--- src/hdl/fba_pkg.sv ---
// shared constants and types for the fixed block allocator
package fba_pkg;

  // pool geometry default
  localparam int unsigned POOL_BLOCKS_DEF = 1024;

  // block size register
  localparam int unsigned CFG_W            = 13;
  localparam logic [CFG_W-1:0] BLOCK_BYTES_RESET = 13'd8;
  localparam logic [CFG_W-1:0] MIN_BLOCK_BYTES   = 13'd8;
  localparam logic [CFG_W-1:0] MAX_BLOCK_BYTES   = 13'd4096;
  // log2 of the largest block size, extra address bits above the index
  localparam int unsigned SIZE_SHIFT       = 12;

  // request kinds
  localparam logic ACT_ALLOC = 1'b0;
  localparam logic ACT_FREE  = 1'b1;

  // response status codes
  typedef enum logic [1:0] {
    ST_OK          = 2'd0,
    ST_EXHAUSTED   = 2'd1,
    ST_NULL_HANDLE = 2'd2,
    ST_LIST_FULL   = 2'd3
  } status_t;

endpackage

--- src/hdl/fba_addr_gen.sv ---
// byte address unit: clamps the block size and registers index times size
module fba_addr_gen #(
  parameter int unsigned IDX_W  = 10,
  parameter int unsigned ADDR_W = 22
) (
  input  logic                        clk,
  input  logic [fba_pkg::CFG_W-1:0]   block_bytes,
  input  logic [IDX_W-1:0]            index,
  output logic [ADDR_W-1:0]           byte_address
);

  localparam int unsigned PROD_W = IDX_W + fba_pkg::CFG_W;

  logic [fba_pkg::CFG_W-1:0] eff_size;
  logic [PROD_W-1:0]         prod;

  // clamp block size into the legal range
  always_comb begin
    if (block_bytes < fba_pkg::MIN_BLOCK_BYTES) begin
      eff_size = fba_pkg::MIN_BLOCK_BYTES;
    end else if (block_bytes > fba_pkg::MAX_BLOCK_BYTES) begin
      eff_size = fba_pkg::MAX_BLOCK_BYTES;
    end else begin
      eff_size = block_bytes;
    end
    prod = PROD_W'(index) * PROD_W'(eff_size);
  end

  // product register
  always_ff @(posedge clk) begin
    byte_address <= prod[ADDR_W-1:0];
  end

endmodule

--- config.mk ---
export PLATFORM = sky130hd
export DESIGN_NAME = fba_addr_gen
export DESIGN_NICKNAME = d
export VERILOG_FILES = /design/src/hdl/fba_pkg.sv /design/src/hdl/fba_addr_gen.sv
export SDC_FILE = /design/constraint.sdc
export NUM_CORES = 1
export LEC_CHECK = 0
export BUFFER_PORTS_ARGS = -buffer_cell sky130_fd_sc_hd__buf_2
export CORE_MARGIN = 8
export CORE_UTILIZATION = 40
export CTS_CLUSTER_SIZE = 30
export DETAILED_ROUTE_END_ITERATION = 10
export SYNTH_ARGS = -nofsm -noshare
export SYNTH_HDL_FRONTEND = slang
export SYNTH_SLANG_ARGS = --single-unit
--- constraint.sdc ---
create_clock -name clk -period 5.8 [get_ports clk]
set_clock_uncertainty 0.2 [all_clocks]
set_input_delay 0 -clock clk [delete_from_list [all_inputs] [get_ports clk]]
set_output_delay 0 -clock clk [all_outputs]
set_load 0.005 [all_outputs]
==> Yosys cells after proc, flatten, opt, wreduce, memory -nomap -nowiden <==
Index checks and enable logic that the tools add are counted.
{ "word_totals": {"regBits": 22, "inputBits": 24, "output_inout_bits": 22, "elab_cells": 6} }
{ "op_classes": {"multipliers": 1, "order_cmp": 2, "n_mux": 2} }
{ "op_table": {"columns": ["op", "count"], "rows": [
  ["2-to-1 mux 13 bit", 2],
  ["multiplier 10 x 13 -> 22 bit", 1],
  ["greater-than comparator 13 bit (second input constant)", 1],
  ["less-than comparator 13 x 4 -> 1 bit (second input constant)", 1]
]} }

==> Logic depth before layout (Yosys ltp) <==
{ "depth": {"ltp_word": 4, "mapped_depth": 23, "mapped_depth_nobuf": 22} }

==> Least setup slack after synthesis <==
Ideal clock, no wire load.
{ "synth_path": {"path_kind": "in2reg", "start": "in block_bytes[5] (netlist bit)", "end": "reg byte_address[17]", "setup_ns": 0.127, "t_arrival_ns": 5.381, "required_time_ns": 5.473, "path_slack_ns": 0.092, "path_stages": 20, "n_path_buf": 2, "cell_sequence": "nor4_1 nand2_1 o31ai_2 clkbuf_1 and3_1 fa_1 fa_1 fa_1 fa_1 inv_1 fa_1 inv_1 ha_1 buf_6 a2111o_1 o2111ai_2 a31oi_4 a211oi_2 o21ai_0 xor2_1"} }
{ "synth_via": {"elab_chain_len": 4, "word_cells_on_any_way": 5, "cone_classes": "mul (1); order compare (2); mux (2)"} }
{ "synth_rtl": {"columns": ["item", "line_no", "source"], "rows": [
  ["from (decl)", "fba_addr_gen.sv:7", "input logic [fba_pkg::CFG_W-1:0] block_bytes,"],
  ["greater-than comparator 13 bit", "fba_addr_gen.sv:21", "end else if (block_bytes > fba_pkg::MAX_BLOCK_BYTES) begin"],
  ["2-to-1 mux 13 bit", "fba_addr_gen.sv:21", null],
  ["2-to-1 mux 13 bit *", "fba_addr_gen.sv:19", "if (block_bytes < fba_pkg::MIN_BLOCK_BYTES) begin"],
  ["multiplier 10 x 13 -> 22 bit *", "fba_addr_gen.sv:26", "prod = PROD_W'(index) * PROD_W'(eff_size);"],
  ["net prod[17]", "fba_addr_gen.sv:15", "logic [PROD_W-1:0] prod;"],
  ["to (signal assigned)", "fba_addr_gen.sv:31", "byte_address <= prod[ADDR_W-1:0];"],
  ["to (decl)", "fba_addr_gen.sv:9", "output logic [ADDR_W-1:0] byte_address"]
]} }
The timed path passes the listed nets; every way through them passes the cells marked *.

==> Worst setup path after layout <==
{ "layout_path": {"start": "in block_bytes[10] (netlist bit)", "end": "reg byte_address[18]"} }
The elaborated chain is that of the path after synthesis.

==> run metrics <==
1st-pass router iterations=4; most used cell, CP=fa_1; fin crit share=95.1%; Finish-stage setup viols=0; port bufs=45; placed instance count=718; first-pass GRT wire length=roughly 19000 um; max-cap viol count=0; CTS sink cnt=22; actual slew at the worst max-slew pin=0.566 ns; area grow syn2layout=15.9%; Post-Route WL=11300 um; Crit path arrival time=5.50 ns; gpl congestion=0.816; core area=11500 um2; Rows=39; Worst-path clk slew=0.06 ns; largest reg by FF count=byte_address; RSZ-0062 raised after global routing=false; drt drc=0; Gate Count Post-Synth=511; Vias/cell=5.17; vias in the first global route=3982; Pleak=slightly above 3 nW; Hold Violations, Final=0; total I/O pin count=46; Worst Setup Path Type=input port to flop; min Tclk post-route=5.51 ns; max-slew violations=0; most frequent cells in the layout=fa_1 (85), inv_1 (79), nand2_1 (62), ha_1 (55), and2_1 (47); CP Launch Type=input port; CTS Buffer Depth=2; Peak VDD IR=0.000144 V; Power Dens Cells=270 nW/um2; CTS Root Cell=clkbuf_16; CTS tree=built; sequential share of the synthesized area=9.28%; CP delay by family, top=adder cells; Post-synth EDFFs=0; Max Fanout on Critical Path=10; class of the worst hold path=input port to flop; yosys synthesis warning count=0; Iteration-0 DRC Markers=around 140; layout cells sized above 1=17.9%; Synth Net Count=between 600 and 700; cell breakdown of the critical path=buf_2, nor4_4, nand2_1, nor2_1, nor2_1, and2_1, nand2_1, fa_1, fa_1, inv_1, fa_1, fa_1, inv_1, fa_1, inv_1, ha_1, a21o_1, a31oi_1, nor2b_1, o221ai_1, o31ai_1, xnor2_1; pin count of the biggest net entering global routing=14; Data required, critical path=5.79 ns; Routed wire per std cell=15.7 um; commonest non-fill, non-tap cell in the layout=fa_1; total inserted antenna cells=0; Cell Count, Final, Fillers Out=just over 700; Syn Area/Cell=approximately 9.3 um2; Async SR Flop Fraction=0%; post-route ant nets=0; Max Fclk=0.181 GHz; Die Wd=~120 um; Post-synth top flop=dfxtp_1; mapped cell area=4750 um2; CTS Buf Count=3; Setup TNS=0 ns; Setup crit end kind=flop; fin nets=746; hpwl dp=~9700 um; initial core utilization=41.2%; number of flip-flops in the largest register=22; Die ar.=15600 um2; WP buf/inv=4; # H-tree levels=1; crit-path max cell delay=0.55 ns; CP max-delay cell=fa_1; Rel. slew slack=between 60% and 70%; Seq cells post-synth=22; count of different cell masters after synthesis=between 40 and 50; Top Registers=byte_address (22); outcome=completed; initial antenna violation count=0; Global Route Usage Sum=~14%; GR Overflow Total=0; total chip power=about 1.5 mW; die height=125 um; via count=about 3700
final timing paths:
check / from / end / cells after the start
setup / recovery: block_bytes[10] / byte_address[18]$_DFF_P_ / 22
hold / removal: block_bytes[1] / byte_address[1]$_DFF_P_ / 4
cell type report:
type | instances | area, um2
Clock buffer | 4 | 88.8
Inverter | 79 | 297
Tap cell | 143 | 179
Sequential cell | 22 | 440
Fill cell | 1143 | 6010
Multi-Input combinational cell | 389 | 3950
Timing Repair Buffer | 87 | 546
layer usage:
metal | vias to the layer above | global-route usage [%] | routed length [um]
met4 | 0 | 2.01 | 79
met3 | 9 | 2.29 | 541
met2 | 79 | 27.6 | 6230
met1 | 1888 | 17.0 | 4500
met5 | - | 0 | 0
li1 | 1764 | - | -
power breakdown:
group,switching [mW],internal (mW)
Sequential,0.0131,0.221
Combinational,0.572,0.522
Clock,0.0542,0.105
Total,0.640,0.848
what timing repair did:
action / CTS / global route
hold buffers: 2 / 0
gates resized for setup: 0 / 4
setup buffers: 0 / 0
hold endpoints to repair: 1 / 0
endpoints found under the setup margin: 0 / 8
cell usage after synthesis, types with 2 or more instances:
| cell type | number | area [um2] |
|---|---|---|
| xor2_1 | 6 | 52.6 |
| nor2b_1 | 7 | 43.8 |
| fa_1 | 85 | 1700 |
| nand2b_1 | 2 | 12.5 |
| a21o_1 | 6 | 45.0 |
| a21oi_1 | 9 | 45.0 |
| clkbuf_1 | 19 | 71.3 |
| xnor2_1 | 16 | 140 |
| nand4_1 | 2 | 12.5 |
| ha_1 | 55 | 688 |
| nor2_1 | 11 | 41.3 |
| and3_1 | 35 | 219 |
| a211oi_1 | 4 | 30.0 |
| and2_1 | 47 | 294 |
| dfxtp_1 | 22 | 440 |
| o21a_1 | 2 | 15.0 |
| o21bai_1 | 2 | 15.0 |
| a21o_2 | 2 | 17.5 |
| inv_1 | 79 | 297 |
| o21ai_0 | 6 | 30.0 |
| nand2_1 | 62 | 233 |
| a31oi_1 | 3 | 18.8 |
| nor4_1 | 2 | 12.5 |
| nor3_1 | 2 | 10.0 |
| o31ai_2 | 2 | 25.0 |
cell families after synthesis:
kind of cell	synth area share (%)
buf+inv	8.09
fa+ha+maj	50.3
xor+xnor	4.06
flops	9.28
compound gates	8.41
simple gates	19.8
through the flow:
stage / worst slack [ns] / hold slack [ns] / instance area (um2) / util (%)
6_report: 0.286 / 0.0880 / 5500 / 47.8
5_1_grt: 0.0243 / 0.112 / 5500 / 47.8
4_1_cts: 0.167 / 0.0885 / 5470 / 47.5
3_5_place_dp: -0.100 / 0.182 / 5360 / 46.6
3_3_place_gp: -0.0327 / 0.182 / 5360 / 46.6
2_1_floorplan: 0.0922 / -0.0541 / 4750 / -
(Power assumes the default switching activity.)
